<file path="config.mk">
export PLATFORM = sky130hd
export DESIGN_NAME = ktx2_key_value_parser_top
export DESIGN_NICKNAME = d
export VERILOG_FILES = /design/src/rtl/ktx2kv_pkg.sv /design/src/rtl/ktx2_key_value_parser_top.sv
export SDC_FILE = /design/constraint.sdc
export NUM_CORES = 1
export LEC_CHECK = 0
export BUFFER_PORTS_ARGS = -buffer_cell sky130_fd_sc_hd__buf_2
export CAP_MARGIN = 20
export CORE_AREA = 2 2 185 187
export CTS_BUF_LIST = sky130_fd_sc_hd__clkbuf_8
export CTS_CLUSTER_SIZE = 30
export DETAILED_ROUTE_END_ITERATION = 10
export DIE_AREA = 0 0 187 189
export PLACE_DENSITY = 0.77
export SLEW_MARGIN = 0
export SYNTH_ARGS = -nofsm -noshare
export SYNTH_HDL_FRONTEND = slang
export SYNTH_SLANG_ARGS = --single-unit
</file>
<file path="constraint.sdc">
create_clock -name clk_i -period 6.2 [get_ports clk_i]
set_input_delay 0.31 -clock clk_i [delete_from_list [all_inputs] [get_ports clk_i]]
set_output_delay 0.31 -clock clk_i [all_outputs]
set_load 0.02 [all_outputs]
</file>
<file path="src/rtl/ktx2kv_pkg.sv">
// Shared types, constants and helper functions of the key/value parser.
`default_nettype none

package ktx2kv_pkg;

  // Largest block that is parsed; longer blocks are ignored.
  localparam logic [19:0] MAX_BLOCK_BYTES = 20'd524288;

  // Orientation key length and register index.
  localparam logic [3:0] KEY_LEN          = 4'd14;
  localparam logic       REG_BLOCK_LENGTH = 1'b0;

  localparam logic [7:0] CHAR_L = 8'h6C;
  localparam logic [7:0] CHAR_U = 8'h75;

  typedef enum logic [1:0] {
    KIND_RECORD = 2'd0,
    KIND_ERROR  = 2'd1,
    KIND_END    = 2'd2
  } kind_e;

  typedef enum logic [2:0] {
    ERR_NONE       = 3'd0,
    ERR_SIZE_SMALL = 3'd1,
    ERR_RANGE      = 3'd2,
    ERR_KEY_TERM   = 3'd3,
    ERR_VALUE_TERM = 3'd4
  } err_e;

  // Lower-case form of "KTXorientation", one character per index.
  function automatic logic [7:0] orient_char(input logic [3:0] idx);
    logic [7:0] c;
    unique case (idx)
      4'd0:    c = 8'h6B; // k
      4'd1:    c = 8'h74; // t
      4'd2:    c = 8'h78; // x
      4'd3:    c = 8'h6F; // o
      4'd4:    c = 8'h72; // r
      4'd5:    c = 8'h69; // i
      4'd6:    c = 8'h65; // e
      4'd7:    c = 8'h6E; // n
      4'd8:    c = 8'h74; // t
      4'd9:    c = 8'h61; // a
      4'd10:   c = 8'h74; // t
      4'd11:   c = 8'h69; // i
      4'd12:   c = 8'h6F; // o
      4'd13:   c = 8'h6E; // n
      default: c = 8'h00;
    endcase
    return c;
  endfunction

  // ASCII upper case to lower case, everything else unchanged.
  function automatic logic [7:0] lower_ascii(input logic [7:0] c);
    logic [7:0] r;
    r = ((c >= 8'h41) && (c <= 8'h5A)) ? (c + 8'd32) : c;
    return r;
  endfunction

endpackage

`default_nettype wire

</file>
<file path="src/rtl/ktx2_key_value_parser_top.sv">
// Key/value block parser: byte stream in, one record/error/end report out.
//
//  channel   | dir | transfer when               | content
//  ----------+-----+-----------------------------+----------------------------------
//  s_axis    | in  | s_axis_tvalid_i & tready_o  | one byte of the key/value block
//  m_axis    | out | m_axis_tvalid_o & tready_i  | report; tuser=kind, tlast=block end
//  apb       | in  | psel & penable & pwrite     | block_length, restarts the parse
//
// One byte per clock while input is ready: each byte updates the parse counters
// and any report is registered in the same cycle, into the output or skid entry.
// A two-entry output (register plus skid) keeps input ready registered; input
// stalls only when both output entries are full.
// Reset and each block_length write put the parse back to the size word.
// Bytes beyond block_length, or for an empty or oversized block, are dropped.
`default_nettype none

module ktx2_key_value_parser_top
  import ktx2kv_pkg::*;
(
  input  wire logic        clk_i,
  input  wire logic        rst_ni,
  // input stream
  input  wire logic        s_axis_tvalid_i,
  output logic             s_axis_tready_o,
  input  wire logic [7:0]  s_axis_tdata_i,   // [7:0] data_byte
  // output stream
  output logic             m_axis_tvalid_o,
  input  wire logic        m_axis_tready_i,
  // [2:0] error_code, [21:3] record_offset, [40:22] key_length,
  // [59:41] value_length, [60] is_orientation, [61] flip_h, [62] flip_v, [63] zero
  output logic [63:0]      m_axis_tdata_o,
  output logic [1:0]       m_axis_tuser_o,   // [1:0] kind
  output logic             m_axis_tlast_o,   // block_done
  // configuration
  input  wire logic        psel,
  input  wire logic        penable,
  input  wire logic        pwrite,
  input  wire logic [2:0]  paddr,
  input  wire logic [31:0] pwdata,
  output logic [31:0]      prdata,
  output logic             pready
);

  typedef enum logic [1:0] {
    PH_SIZE  = 2'd0,
    PH_KEY   = 2'd1,
    PH_VALUE = 2'd2,
    PH_PAD   = 2'd3
  } phase_e;

  typedef struct packed {
    kind_e       kind;
    err_e        err;
    logic [18:0] offset;
    logic [18:0] klen;
    logic [18:0] vlen;
    logic        is_or;
    logic        flip_h;
    logic        flip_v;
    logic        last;
  } rep_t;

  // Configuration and parse state
  logic [19:0] blk_len_q;
  phase_e      phase_q, phase_d;
  logic [19:0] pos_q, pos_d;
  logic [1:0]  sz_cnt_q, sz_cnt_d;
  logic [23:0] rsize_q, rsize_d;
  logic [19:0] rem_q, rem_d;
  logic [19:0] rstart_q, rstart_d;
  logic [19:0] kcnt_q, kcnt_d;
  logic [19:0] vcnt_q, vcnt_d;
  logic [3:0]  midx_q, midx_d;
  logic        malive_q, malive_d;
  logic        fv_l_q, fv_l_d;
  logic        fv_nz_q, fv_nz_d;
  logic        sec_u_q, sec_u_d;
  logic [1:0]  pad_q, pad_d;
  logic        ofound_q, ofound_d;
  logic        fliph_q, fliph_d;
  logic        flipv_q, flipv_d;
  logic        stop_q, stop_d;

  // Output register and skid entry
  rep_t        out_q, skid_q;
  logic        out_vq, skid_vq;
  rep_t        rep;
  logic        rep_valid;

  logic        cfg_we;
  logic        in_xfer;
  logic        active;
  logic        last;
  logic [19:0] start;
  logic [31:0] full_size;
  logic [19:0] avail;
  logic [19:0] rem_dec;
  logic [7:0]  b;

  // APB access
  assign pready = 1'b1;
  assign cfg_we = psel && penable && pwrite && (paddr[2] == REG_BLOCK_LENGTH);
  assign prdata = (paddr[2] == REG_BLOCK_LENGTH) ? {12'd0, blk_len_q} : 32'd0;

  // Byte qualification
  assign s_axis_tready_o = !skid_vq;
  assign in_xfer   = s_axis_tvalid_i && s_axis_tready_o;
  assign active    = in_xfer && (blk_len_q != 20'd0) && (blk_len_q <= MAX_BLOCK_BYTES)
                     && (pos_q < blk_len_q);
  assign last      = (pos_q == (blk_len_q - 20'd1));
  assign start     = pos_q + 20'd1;
  assign b         = s_axis_tdata_i;
  assign full_size = {b, rsize_q};
  assign avail     = blk_len_q - start;
  assign rem_dec   = rem_q - 20'd1;

  // Per-byte parse step
  always_comb begin
    phase_d   = phase_q;
    pos_d     = pos_q;
    sz_cnt_d  = sz_cnt_q;
    rsize_d   = rsize_q;
    rem_d     = rem_q;
    rstart_d  = rstart_q;
    kcnt_d    = kcnt_q;
    vcnt_d    = vcnt_q;
    midx_d    = midx_q;
    malive_d  = malive_q;
    fv_l_d    = fv_l_q;
    fv_nz_d   = fv_nz_q;
    sec_u_d   = sec_u_q;
    pad_d     = pad_q;
    ofound_d  = ofound_q;
    fliph_d   = fliph_q;
    flipv_d   = flipv_q;
    stop_d    = stop_q;
    rep_valid = 1'b0;
    rep.kind   = KIND_END;
    rep.err    = ERR_NONE;
    rep.offset = 19'd0;
    rep.klen   = 19'd0;
    rep.vlen   = 19'd0;
    rep.is_or  = 1'b0;

    if (active) begin
      pos_d = start;
      if (!stop_q) begin
        unique case (phase_q)
          PH_SIZE: begin
            // little-endian size word, fourth byte taken straight from the input
            sz_cnt_d = sz_cnt_q + 2'd1;
            unique case (sz_cnt_q)
              2'd0:    rsize_d[7:0]   = b;
              2'd1:    rsize_d[15:8]  = b;
              2'd2:    rsize_d[23:16] = b;
              default: rsize_d        = rsize_q;
            endcase
            if (sz_cnt_q == 2'd3) begin
              if (full_size < 32'd2) begin
                rep.kind   = KIND_ERROR;
                rep.err    = ERR_SIZE_SMALL;
                rep.offset = start[18:0];
              end else if (full_size > {12'd0, avail}) begin
                rep.kind   = KIND_ERROR;
                rep.err    = ERR_RANGE;
                rep.offset = start[18:0];
              end else begin
                rstart_d = start;
                rem_d    = full_size[19:0];
                kcnt_d   = 20'd0;
                vcnt_d   = 20'd0;
                midx_d   = 4'd0;
                malive_d = 1'b1;
                fv_l_d   = 1'b0;
                fv_nz_d  = 1'b0;
                sec_u_d  = 1'b0;
                phase_d  = PH_KEY;
              end
            end else if (last) begin
              // block ends inside the size word
              rep.kind   = KIND_ERROR;
              rep.err    = ERR_RANGE;
              rep.offset = pos_q[18:0] + 19'd4 - {17'd0, sz_cnt_q};
            end
          end
          PH_KEY: begin
            rem_d = rem_dec;
            if (b == 8'd0) begin
              malive_d = malive_q && (midx_q == KEY_LEN);
              if (rem_dec == 20'd0) begin
                rep.kind   = KIND_ERROR;
                rep.err    = ERR_VALUE_TERM;
                rep.offset = rstart_q[18:0];
              end else begin
                phase_d = PH_VALUE;
              end
            end else begin
              kcnt_d = kcnt_q + 20'd1;
              if (rem_dec == 20'd0) begin
                rep.kind   = KIND_ERROR;
                rep.err    = ERR_KEY_TERM;
                rep.offset = rstart_q[18:0];
              end else if (malive_q && (midx_q < KEY_LEN)
                           && (lower_ascii(b) == orient_char(midx_q))) begin
                midx_d = midx_q + 4'd1;
              end else begin
                malive_d = 1'b0;
              end
            end
          end
          PH_VALUE: begin
            rem_d = rem_dec;
            if (rem_dec == 20'd0) begin
              if (b != 8'd0) begin
                rep.kind   = KIND_ERROR;
                rep.err    = ERR_VALUE_TERM;
                rep.offset = rstart_q[18:0];
              end else begin
                // record complete
                rep_valid  = 1'b1;
                rep.kind   = KIND_RECORD;
                rep.offset = rstart_q[18:0];
                rep.klen   = kcnt_q[18:0];
                rep.vlen   = vcnt_q[18:0];
                rep.is_or  = malive_q;
                if (malive_q && !ofound_q) begin
                  ofound_d = 1'b1;
                  fliph_d  = fv_l_q;
                  flipv_d  = fv_nz_q && sec_u_q;
                end
                pad_d   = 2'd0 - rsize_q[1:0];
                phase_d = (pad_d != 2'd0) ? PH_PAD : PH_SIZE;
              end
            end else if (b == 8'd0) begin
              rep.kind   = KIND_ERROR;
              rep.err    = ERR_VALUE_TERM;
              rep.offset = rstart_q[18:0];
            end else begin
              if (vcnt_q == 20'd0) begin
                fv_l_d  = (b == CHAR_L);
                fv_nz_d = 1'b1;
              end else if (vcnt_q == 20'd1) begin
                sec_u_d = (b == CHAR_U);
              end
              vcnt_d = vcnt_q + 20'd1;
            end
          end
          PH_PAD: begin
            if (pad_q != 2'd0) begin
              pad_d = pad_q - 2'd1;
            end
            if (pad_d == 2'd0) begin
              phase_d = PH_SIZE;
            end
          end
          default: phase_d = PH_SIZE;
        endcase
        if (rep.kind == KIND_ERROR) begin
          rep_valid = 1'b1;
          stop_d    = 1'b1;
        end
      end
      if (last) begin
        rep_valid = 1'b1;
      end
    end
    rep.flip_h = fliph_d;
    rep.flip_v = flipv_d;
    rep.last   = last;
  end

  // Parse state; a block_length write restarts the parse
  always_ff @(posedge clk_i or negedge rst_ni) begin
    if (!rst_ni) begin
      blk_len_q <= 20'd0;
      phase_q   <= PH_SIZE;
      pos_q     <= 20'd0;
      sz_cnt_q  <= 2'd0;
      rsize_q   <= 24'd0;
      rem_q     <= 20'd0;
      rstart_q  <= 20'd0;
      kcnt_q    <= 20'd0;
      vcnt_q    <= 20'd0;
      midx_q    <= 4'd0;
      malive_q  <= 1'b1;
      fv_l_q    <= 1'b0;
      fv_nz_q   <= 1'b0;
      sec_u_q   <= 1'b0;
      pad_q     <= 2'd0;
      ofound_q  <= 1'b0;
      fliph_q   <= 1'b0;
      flipv_q   <= 1'b1;
      stop_q    <= 1'b0;
    end else if (cfg_we) begin
      blk_len_q <= pwdata[19:0];
      phase_q   <= PH_SIZE;
      pos_q     <= 20'd0;
      sz_cnt_q  <= 2'd0;
      rsize_q   <= 24'd0;
      rem_q     <= 20'd0;
      rstart_q  <= 20'd0;
      kcnt_q    <= 20'd0;
      vcnt_q    <= 20'd0;
      midx_q    <= 4'd0;
      malive_q  <= 1'b1;
      fv_l_q    <= 1'b0;
      fv_nz_q   <= 1'b0;
      sec_u_q   <= 1'b0;
      pad_q     <= 2'd0;
      ofound_q  <= 1'b0;
      fliph_q   <= 1'b0;
      flipv_q   <= 1'b1;
      stop_q    <= 1'b0;
    end else begin
      phase_q   <= phase_d;
      pos_q     <= pos_d;
      sz_cnt_q  <= sz_cnt_d;
      rsize_q   <= rsize_d;
      rem_q     <= rem_d;
      rstart_q  <= rstart_d;
      kcnt_q    <= kcnt_d;
      vcnt_q    <= vcnt_d;
      midx_q    <= midx_d;
      malive_q  <= malive_d;
      fv_l_q    <= fv_l_d;
      fv_nz_q   <= fv_nz_d;
      sec_u_q   <= sec_u_d;
      pad_q     <= pad_d;
      ofound_q  <= ofound_d;
      fliph_q   <= fliph_d;
      flipv_q   <= flipv_d;
      stop_q    <= stop_d;
    end
  end

  // Output valid flags: main register refills from skid first
  always_ff @(posedge clk_i or negedge rst_ni) begin
    if (!rst_ni) begin
      out_vq  <= 1'b0;
      skid_vq <= 1'b0;
    end else if (!out_vq || m_axis_tready_i) begin
      out_vq  <= skid_vq || rep_valid;
      skid_vq <= 1'b0;
    end else if (rep_valid) begin
      skid_vq <= 1'b1;
    end
  end

  // Output payload
  always_ff @(posedge clk_i) begin
    if (!out_vq || m_axis_tready_i) begin
      out_q <= skid_vq ? skid_q : rep;
    end else if (rep_valid) begin
      skid_q <= rep;
    end
  end

  assign m_axis_tvalid_o = out_vq;
  assign m_axis_tuser_o  = out_q.kind;
  assign m_axis_tlast_o  = out_q.last;
  assign m_axis_tdata_o  = {1'b0, out_q.flip_v, out_q.flip_h, out_q.is_or,
                            out_q.vlen, out_q.klen, out_q.offset, out_q.err};

endmodule

`default_nettype wire

</file>
==> flow_summary.yaml, run 1 <==
run_status:
  status: "finished clean"
run:
  maxCapViolations: 0
worst_setup_path:
  reg2regPathDepth: 25
  path_class: "reg2reg"
  cp_max_fo: 17
  worstPathRequired_ns: 6.70
  startpoint_type: "flop"
  cp-end-kind: "flop"
  worstPathArrival_ns: 6.45
global_routing:
  grt.total_usage: 0.253
  grt_first_pass_wirelength_um: 73000
  grt_max_degree: 91
  grt_pass1_vias: 14200
  grt-ovfl-total: 0
  antenna_found_initial: 0
timing:
  min_period_ns: 5.95
  tns_ns: 0
  fin_crit_sh: 0.960
  setup_viol: 0
  rsz0062_at_grt: "yes"
  final-hold-violation-count: 0
  relSlewSlack: 0.341
  clock_skew_ns: 0.0330
  slew_violations: 0
  worstMarginPinSlew_ns: 0.988
  fmax_ghz: 0.168
clock_tree:
  cts_tree: "built"
  clockRootBuffer: "clkbuf_8"
  cts_max_level: 2
  clock_latency_ns: 0.61
  cts.clk_slew.worst_paths_ns: 0.06
  numCtsBuffers: 50
  clkSinkCount: 294
  cts_max_path_buffers: 3
final_layout:
  drive_above_1_share: 0.186
  final_util: 0.628
  multi_input_area_um2: 9480
  area_delta_synth_final_pct: 14.9
  nets: 2194
  nFillCells: 2687
  antenna_cells: 0
  layout.cells.non_filler: 2511
  register_area_um2: 8020
placement:
  dp_cells: 2394
  io_buffers: 123
  hpwl_um: 32800
  place_congestion: 0.905
synth:
  ys_seq_elements: 294
  ys_types: 94
  syn_inst: 1827
  synth-edff-count: 132
  yosysSeqAreaShare: 0.441
  yosys.area.top_type: "dfrtp_1"
  ys_top_cells_by_area: "dfrtp_1, edfxtp_1, ha_1, a21oi_1, a21o_1"
  ys.flop_type: "dfrtp_1"
  synth.most_common_cell: "dfrtp_1"
  ys_top_cells_by_count: "dfrtp_1, nor2_1, edfxtp_1"
  synth_area_um2: 18200
  async_flop_share: 0.551
  syn_avg_cell_area_um2: 9.95
  yosys.area.top_type_share: 0.220
  yosysWarnings: 0
drt:
  wl_met1_um: 20500
  routed_via_density: 5.93
  initialDrtViolationCount: 1158
  avgRoutedWirePerCell_um: 18.1
  drt-total-wl_um: 45500
  vias: 14900
  highest_layer: "met4"
  met3WireLength_um: 2780
  wl_met2_um: 20900
  drtPass1Iterations: 5
  ant_nets: 0
  drc_errors: 0
floorplan:
  die_area_um2: 35300
  die_h_um: 189
  rows: 67
  fp.dieW_um: 187
  core_area_um2: 33300
  io_pins: 152
  start_util: 0.546
pwr:
  ir_drop_mv: 0.176
  combPwrFrac: 0.374
  power_switching_mw: 2.60
  p_int_mw: 4.30
  clkPwrFrac: 0.254
  leakagePower_nw: 9.54
  switching_share: 0.376
  p_seq_frac: 0.372
  p_per_area_nw_per_um2: 330
worst_hold_path:
  worstHoldPathType: "in2reg"
  hold_path_depth: 3
==> state kept, by name, indices dropped and copies added (netlist names), 4 cells and up <==
signal          flops
rstart_q           19
skid_q             66
pos_q              20
kcnt_q             19
vcnt_q             20
rem_q              20
m_axis_tdata_o     63
blk_len_q          20
midx_q              4
rsize_q            24
==> routing by layer <==
| metal | up-vias | GRT usage |
|---|---|---|
| met5 | - | 0 |
| met4 | 0 | 0.0809 |
| met3 | 97 | 0.0330 |
| met2 | 526 | 0.411 |
| met1 | 7136 | 0.355 |
| li1 | 7119 | - |
==> placed cells by master (no fill, tap or decap), types with 27 or more instances in the layout <==
cell type  synthesis  routed
dfrtp_1          160     157
a21oi_1          116     115
nand3_1           43      42
xor2_1            34      34
xnor2_1           48      45
and2_1            56      55
nand2_1          127     127
ha_1             118     117
nand4_1           30      30
nor2_1           138     138
buf_2              8     122
o21ai_0          104     101
mux2_2            27      27
or3_1             32      32
nor3_1            31      30
buf_4             18      76
nor4_1            29      29
a21o_1            72      72
clkbuf_8           4      59
inv_1             88     101
edfxtp_1         132     132
==> critical path, cell delays in order, from the launching register on <==
cell and delay (ns):
dfrtp_1 0.36, ha_2 0.22, nand4_1 0.20, xnor2_1 0.26, inv_1 0.13, ha_1 0.31, o21a_1 0.16, o31ai_1 0.10
a21oi_1 0.15, o22ai_1 0.11, maj3_1 0.43, o21ai_0 0.17, nor2_1 0.07, xor2_1 0.14, ha_1 0.31, nand4_1 0.15
or4_1 0.58, o31ai_2 0.28, a31oi_2 0.10, or3_1 0.43, a21boi_0 0.16, o31ai_2 0.28, buf_4 0.18, nand2_1 0.05
buf_4 0.22, o31ai_2 0.27
==> repair_timing <==
action                                  4_1_cts  5_1_grt
endpoints found under the setup margin       14      187
resized for setup                             1       29
setup buffers                                 2        2
hold buffers                                 21        0
hold endpoints to repair                    107        0
pin swaps                                     0        7
==> per-stage QoR <==
step | setup slack [ns] | hold WS, ns | power, mW | cell area (um2)
6_report | 0.246 | 0.0616 | 6.90 | 20900
2_1_floorplan | 0.189 | 0.0144 | 4.27 | 18200
3_3_place_gp | 0.239 | 0.441 | 4.96 | 19500
5_1_grt | -0.0390 | 0.0712 | 7.30 | 20900
3_5_place_dp | -0.0717 | 0.446 | 5.06 | 19500
4_1_cts | 0.0713 | 0.0336 | 6.83 | 20700
==> cells by family (layout without fill, tap and decap cells) <==
logic type	Yosys count	count (layout)	share of synthesized area
other	2	14	0.000413
DFF	294	294	0.441
and+or+nand+nor	613	613	0.179
buffers and inverters	183	407	0.0482
muxes	46	46	0.0272
xor gates and xnor gates	84	84	0.0420
AOI/OAI and AO/OA	484	484	0.178
adders and majority gates	121	121	0.0840
==> power by group through the flow <==
stage / clock network (mW) / registers, mW / logic [mW]
3_3_place_gp: 0 / 2.58 / 2.38
4_1_cts: 1.78 / 2.56 / 2.50
2_1_floorplan: 0 / 2.48 / 1.79
5_1_grt: 1.86 / 2.60 / 2.84
3_5_place_dp: 0 / 2.59 / 2.47
6_report: 1.75 / 2.57 / 2.58
==> path summary, 6_finish.rpt <==
path,endpoint,from,slack [ns]
min reg2reg,ofound_q$_DFFE_PN0P_,ofound_q$_DFFE_PN0P_,0.48
min,skid_vq$_DFFE_PN0P_,m_axis_tready_i,0.06
max in group asynchronous,skid_vq$_DFFE_PN0P_,rst_ni,4.25
min in group asynchronous,blk_len_q[18]$_DFFE_PN0P_,rst_ni,0.36
max reg2reg,rem_q[0]$_DFFE_PN0P_,pos_q[0]$_DFFE_PN0N_,0.25
max,rem_q[0]$_DFFE_PN0P_,pos_q[0]$_DFFE_PN0N_,0.25
==> cell type report <==
type,count,share of cell area
Sequential cell,294,0.384
Inverter,93,0.0167
Timing Repair Buffer,223,0.0700
Multi-Input combinational cell,1362,0.454
Clock buffer,59,0.0389
Clock inverter,32,0.00988
Tap cell,448,0.0268
No activity file was read; power rests on OpenSTA's default activity.
==> run 2, diff against run 1 <==
--- a/config.mk
+++ b/config.mk
@@ -7,12 +7,12 @@
 export LEC_CHECK = 0
 export BUFFER_PORTS_ARGS = -buffer_cell sky130_fd_sc_hd__buf_2
 export CAP_MARGIN = 20
-export CORE_AREA = 2 2 185 187
+export CORE_AREA = 2 2 141 246
 export CTS_BUF_LIST = sky130_fd_sc_hd__clkbuf_8
 export CTS_CLUSTER_SIZE = 30
 export DETAILED_ROUTE_END_ITERATION = 10
-export DIE_AREA = 0 0 187 189
-export PLACE_DENSITY = 0.77
+export DIE_AREA = 0 0 143 248
+export PLACE_DENSITY = 0.76
 export SLEW_MARGIN = 0
 export SYNTH_ARGS = -nofsm -noshare
 export SYNTH_HDL_FRONTEND = slang
==> flow_summary.yaml, run 2 (synthesis results as in run 1) <==
floorplan:
  fp.dieW_um: 143
  start_util: 0.542
  die_area_um2: 35500
  io_pins: 152
  core_area_um2: 33500
  rows: 89
  die_h_um: 248
global_routing:
  grt_pass1_vias: 15500
  antenna_found_initial: 1
  grt_max_degree: 95
  grt-ovfl-total: 0
  grt_first_pass_wirelength_um: 79900
  grt.total_usage: 0.289
drt:
  vias: 15400
  routed_via_density: 5.93
  drtPass1Iterations: 7
  avgRoutedWirePerCell_um: 19.6
  drt-total-wl_um: 50800
  ant_nets: 0
  initialDrtViolationCount: 887
  drc_errors: 0
clock_tree:
  cts_max_path_buffers: 3
  cts.clk_slew.worst_paths_ns: 0.07
  clockRootBuffer: "clkbuf_8"
  cts_tree: "built"
  cts_max_level: 2
  clock_latency_ns: 0.60
  numCtsBuffers: 44
  clkSinkCount: 294
final_layout:
  largest_reg_flops: 66
  drive_above_1_share: 0.212
  post-route-cell-area_um2: 21400
  register_area_um2: 8020
  nets: 2266
  top_register: "skid_q"
  final_cell_mix: "dfrtp_1, buf_4, nor2_1, edfxtp_1, nand2_1"
  nFillCells: 2714
  multi_input_area_um2: 9460
  area_delta_synth_final_pct: 17.7
  layout_commonest_cell: "dfrtp_1"
pwr:
  power.total_mw: 6.94
  ir_drop_mv: 0.221
  leakagePower_nw: 9.85
  p_per_area_nw_per_um2: 325
timing:
  worstMarginPinSlew_ns: 0.969
  final-hold-violation-count: 0
  clock_skew_ns: 0.0211
  fmax_ghz: 0.170
  setup_viol: 0
  relSlewSlack: 0.354
  min_period_ns: 5.90
  slew_violations: 0
  fin_crit_sh: 0.951
worst_setup_path:
  cp_max_fo: 10
  path_class: "reg2reg"
  worstSetupStartpoint: "pos_q[3]$_DFFE_PN0N_"
  startpoint_type: "flop"
  worstPathRequired_ns: 6.71
  cp-end-kind: "flop"
  worstPathArrival_ns: 6.41
  r2r_start: "pos_q[3]$_DFFE_PN0N_"
worst_hold_path:
  worstHoldPathType: "in2reg"
  hp-start: "m_axis_tready_i"
placement:
  io_buffers: 123
  place_congestion: 0.985
  place_area_um2: 20100
  hpwl_um: 38100
run_status:
  status: "finished clean"
run:
  maxCapViolations: 0
-- run 2: final timing paths --
kind | to | slack, ns | cells after the start
max in group asynchronous | skid_vq$_DFFE_PN0P_ | 4.22 | 3
max reg2reg | rem_q[3]$_DFFE_PN0P_ | 0.30 | 26
max | rem_q[3]$_DFFE_PN0P_ | 0.30 | 26
min | skid_vq$_DFFE_PN0P_ | 0.04 | 3
min in group asynchronous | pos_q[18]$_DFFE_PN0N_ | 0.41 | 2
min reg2reg | ofound_q$_DFFE_PN0P_ | 0.49 | 1
-- run 2: per-layer routing --
metal  vias to the layer above  global-route usage  wire length (um)
met5                         -                   0                 0
met2                       517               0.535             26600
met1                      7414               0.295             17900
li1                       7239                   -                 -
met4                         0               0.205              4110
met3                       185              0.0357              2140
-- run 2: through the flow --
stage	hold WS, ns	setup WS, ns	setup TNS [ns]	util	cells
finish	0.0436	0.302	0	0.638	2588
global route	0.0334	-0.0364	-0.180	0.638	2588
CTS	0.0288	0.0389	0	0.634	2585
detailed placement	0.480	0.0356	0	0.600	2482
global placement	0.474	0.132	0	0.600	2482
floorplan	0.0144	0.189	0	-	1839
-- run 2: cell type report --
cell class	count	area share
multi-input cells	1362	0.442
flip-flops and latches	294	0.375
repair buffers	301	0.0973
clock buffers	51	0.0328
well taps	455	0.0266
inverters	93	0.0163
clock inverters	31	0.00942
diodes	1	0.000117
-- run 2: critical path: stages, from the launching register on --
cell and delay (ns):
dfrtp_2 0.45, ha_1 0.22, and4_2 0.27, xnor2_1 0.13
buf_4 0.15, ha_1 0.30, o21a_1 0.18, o31ai_2 0.09
a21oi_1 0.16, o22ai_1 0.11, maj3_1 0.41, o21ai_1 0.16
nor2_1 0.06, xor2_1 0.14, ha_1 0.29, nand4_1 0.13
or4_4 0.59, o31ai_4 0.26, a31oi_2 0.09, buf_4 0.17
or3_1 0.39, a21boi_0 0.16, o31ai_2 0.23, buf_4 0.19
nand2_1 0.10, buf_4 0.21, o2bb2ai_1 0.16
-- run 2: repair_timing --
action	CTS	global route
endpoints found under the setup margin	1	181
gates resized for setup	1	26
hold buffers	21	0
endpoints found under the hold margin	112	0
setup buffers	0	1
pin swaps	0	2
-- run 2: report_power, final --
part | total (mW) | leakage [nW] | switching, mW | internal [mW]
combinational | 2.73 | 5.73 | 1.53 | 1.21
sequential | 2.58 | 3.61 | 0.333 | 2.25
clock | 1.63 | 0.513 | 0.790 | 0.841
==> run 3, diff against run 2 <==
--- a/config.mk
+++ b/config.mk
@@ -12,6 +12,7 @@
 export CTS_CLUSTER_SIZE = 30
 export DETAILED_ROUTE_END_ITERATION = 10
 export DIE_AREA = 0 0 143 248
+export MAX_ROUTING_LAYER = met4
 export PLACE_DENSITY = 0.76
 export SLEW_MARGIN = 0
 export SYNTH_ARGS = -nofsm -noshare
==> flow_summary.yaml, run 3 (synthesis results as in run 1) <==
timing:
  relSlewSlack: 0.339
  fin_crit_sh: 0.960
  rsz0062_at_grt: "yes"
  setup_viol: 0
  worstMarginPinSlew_ns: 0.991
  setup_slack_ns: 0.248
  fin_hold_ws_ns: 0.0588
  tns_ns: 0
  fmax_ghz: 0.168
  final-hold-violation-count: 0
  clock_skew_ns: 0.0284
  min_period_ns: 5.95
  slew_violations: 0
pwr:
  ir_drop_mv: 0.226
  power.total_mw: 6.94
  p_per_area_nw_per_um2: 324
  leakagePower_nw: 9.84
worst_setup_path:
  reg2reg_slack_ns: 0.25
  reg2regPathDepth: 27
  worstPathRequired_ns: 6.68
  max_stage_delay_ns: 0.59
  startpoint_type: "flop"
  r2r_start: "pos_q[1]$_DFFE_PN0N_"
  cpMostUsedCell: "buf_4"
  critPathSlowestCell: "or4_1"
  cp_max_fo: 11
  worstPathArrival_ns: 6.43
  critical-path-top-delay-family: "compound AO/OA/AOI/OAI gates"
  crit_buf_inv: 7
  timing.rr.end: "m_axis_tdata_o[11]$_DFFE_PN_"
  cp-end-kind: "flop"
  path_class: "reg2reg"
final_layout:
  nets: 2269
  layout_commonest_cell: "dfrtp_1"
  post-route-cell-area_um2: 21400
  final_cell_mix: "dfrtp_1, buf_4, nor2_1, edfxtp_1, nand2_1"
  largest_reg_flops: 66
  area_delta_synth_final_pct: 17.7
  top_register: "skid_q"
  drive_above_1_share: 0.210
floorplan:
  die_h_um: 248
  start_util: 0.542
  die_area_um2: 35500
  fp.dieW_um: 143
  io_pins: 152
  core_area_um2: 33500
  rows: 89
drt:
  drc_errors: 0
  wl_met2_um: 27100
  wl_met1_um: 17700
  avgRoutedWirePerCell_um: 19.8
  routed_via_density: 5.92
  vias: 15300
  ant_nets: 0
  met3WireLength_um: 2250
  drtPass1Iterations: 7
  highest_layer: "met4"
  initialDrtViolationCount: 900
  drt-total-wl_um: 51400
clock_tree:
  cts_max_path_buffers: 3
  numCtsBuffers: 45
  clockRootBuffer: "clkbuf_8"
  cts_max_level: 2
  clkSinkCount: 294
  clock_latency_ns: 0.61
  cts_tree: "built"
  cts.clk_slew.worst_paths_ns: 0.07
run_status:
  status: "finished clean"
worst_hold_path:
  hold_path_depth: 3
  worstHoldPathType: "in2reg"
  hp-start: "s_axis_tdata_i[3]"
  holdPathEnd: "fv_l_q$_DFFE_PN0P_"
global_routing:
  grt_first_pass_wirelength_um: 80000
  grt-ovfl-total: 0
  grt_max_degree: 70
  grt.total_usage: 0.298
  grt_pass1_vias: 15500
  antenna_found_initial: 0
placement:
  place_area_um2: 20100
  place_worst_setup_slack_ns: 0.0535
  place_congestion: 0.993
  hpwl_um: 38400
  io_buffers: 123
run:
  maxCapViolations: 0
## run 3: timing repair
action / CTS / global route
buffers inserted: 0 / 2
hold buffers: 21 / 0
endpoints found under the setup margin: 0 / 177
hold endpoints to repair: 76 / 0
resized for setup: 0 / 19
## run 3: metrics by stage
step / utilization / std cells
after global routing: 0.638 / 2590
after floorplan: - / 1839
after detailed placement: 0.601 / 2483
final: 0.638 / 2592
after global placement: 0.601 / 2483
after CTS: 0.634 / 2587
## run 3: where the power goes
group	switching, mW	internal (mW)
logic	1.50	1.19
clock network	0.816	0.846
registers	0.339	2.25
## run 3: how the worst max path moves through the flow
stage                                    start                            to  slack [ns]  cells after the start
final                     pos_q[1]$_DFFE_PN0N_  m_axis_tdata_o[11]$_DFFE_PN_        0.25                     27
after global placement    pos_q[0]$_DFFE_PN0N_         vcnt_q[5]$_DFFE_PN0P_        0.13                     25
after CTS                 pos_q[1]$_DFFE_PN0N_        kcnt_q[14]$_DFFE_PN0P_        0.03                     26
after detailed placement  pos_q[1]$_DFFE_PN0N_        kcnt_q[14]$_DFFE_PN0P_        0.05                     26
after global routing      pos_q[4]$_DFFE_PN0N_  m_axis_tdata_o[11]$_DFFE_PN_       -0.09                     28
after floorplan           pos_q[3]$_DFFE_PN0N_           skid_q[0]$_DFFE_PP_        0.19                     23
## run 3: worst reg2reg max path: stages (launching register included)
cell and delay, ns:
dfrtp_1 0.40, buf_4 0.19, nand3_2 0.17, xnor2_2 0.19, buf_4 0.16, ha_1 0.29, buf_4 0.13, a21oi_1 0.07
o2111ai_1 0.22, a21oi_1 0.13, a2111oi_0 0.33, buf_4 0.19, o2111ai_2 0.16, nand3b_1 0.13, xnor2_1 0.09, ha_1 0.30
nand4_1 0.13, or4_1 0.59, a21o_1 0.19, a31oi_2 0.28, o21ai_2 0.13, buf_4 0.17, nor4_1 0.27, buf_4 0.17
nand2_2 0.16, buf_4 0.25, a211oi_4 0.21, a221o_1 0.13
## run 3: layout make-up
cell class | count | area [um2]
tap | 455 | 569
inverter | 93 | 349
clock buffer | 51 | 702
sequential | 294 | 8020
multi-input combinational | 1362 | 9420
clock inverter | 32 | 210
antenna | 2 | 5.00
fill | 2719 | 12100
timing repair buffer | 303 | 2110
## run 3: per-layer routing
layer / vias up / track usage
met2: 539 / 0.528
li1: 7246 / -
met5: - / -
met4: 0 / 0.223
met3: 214 / 0.0353
met1: 7350 / 0.296
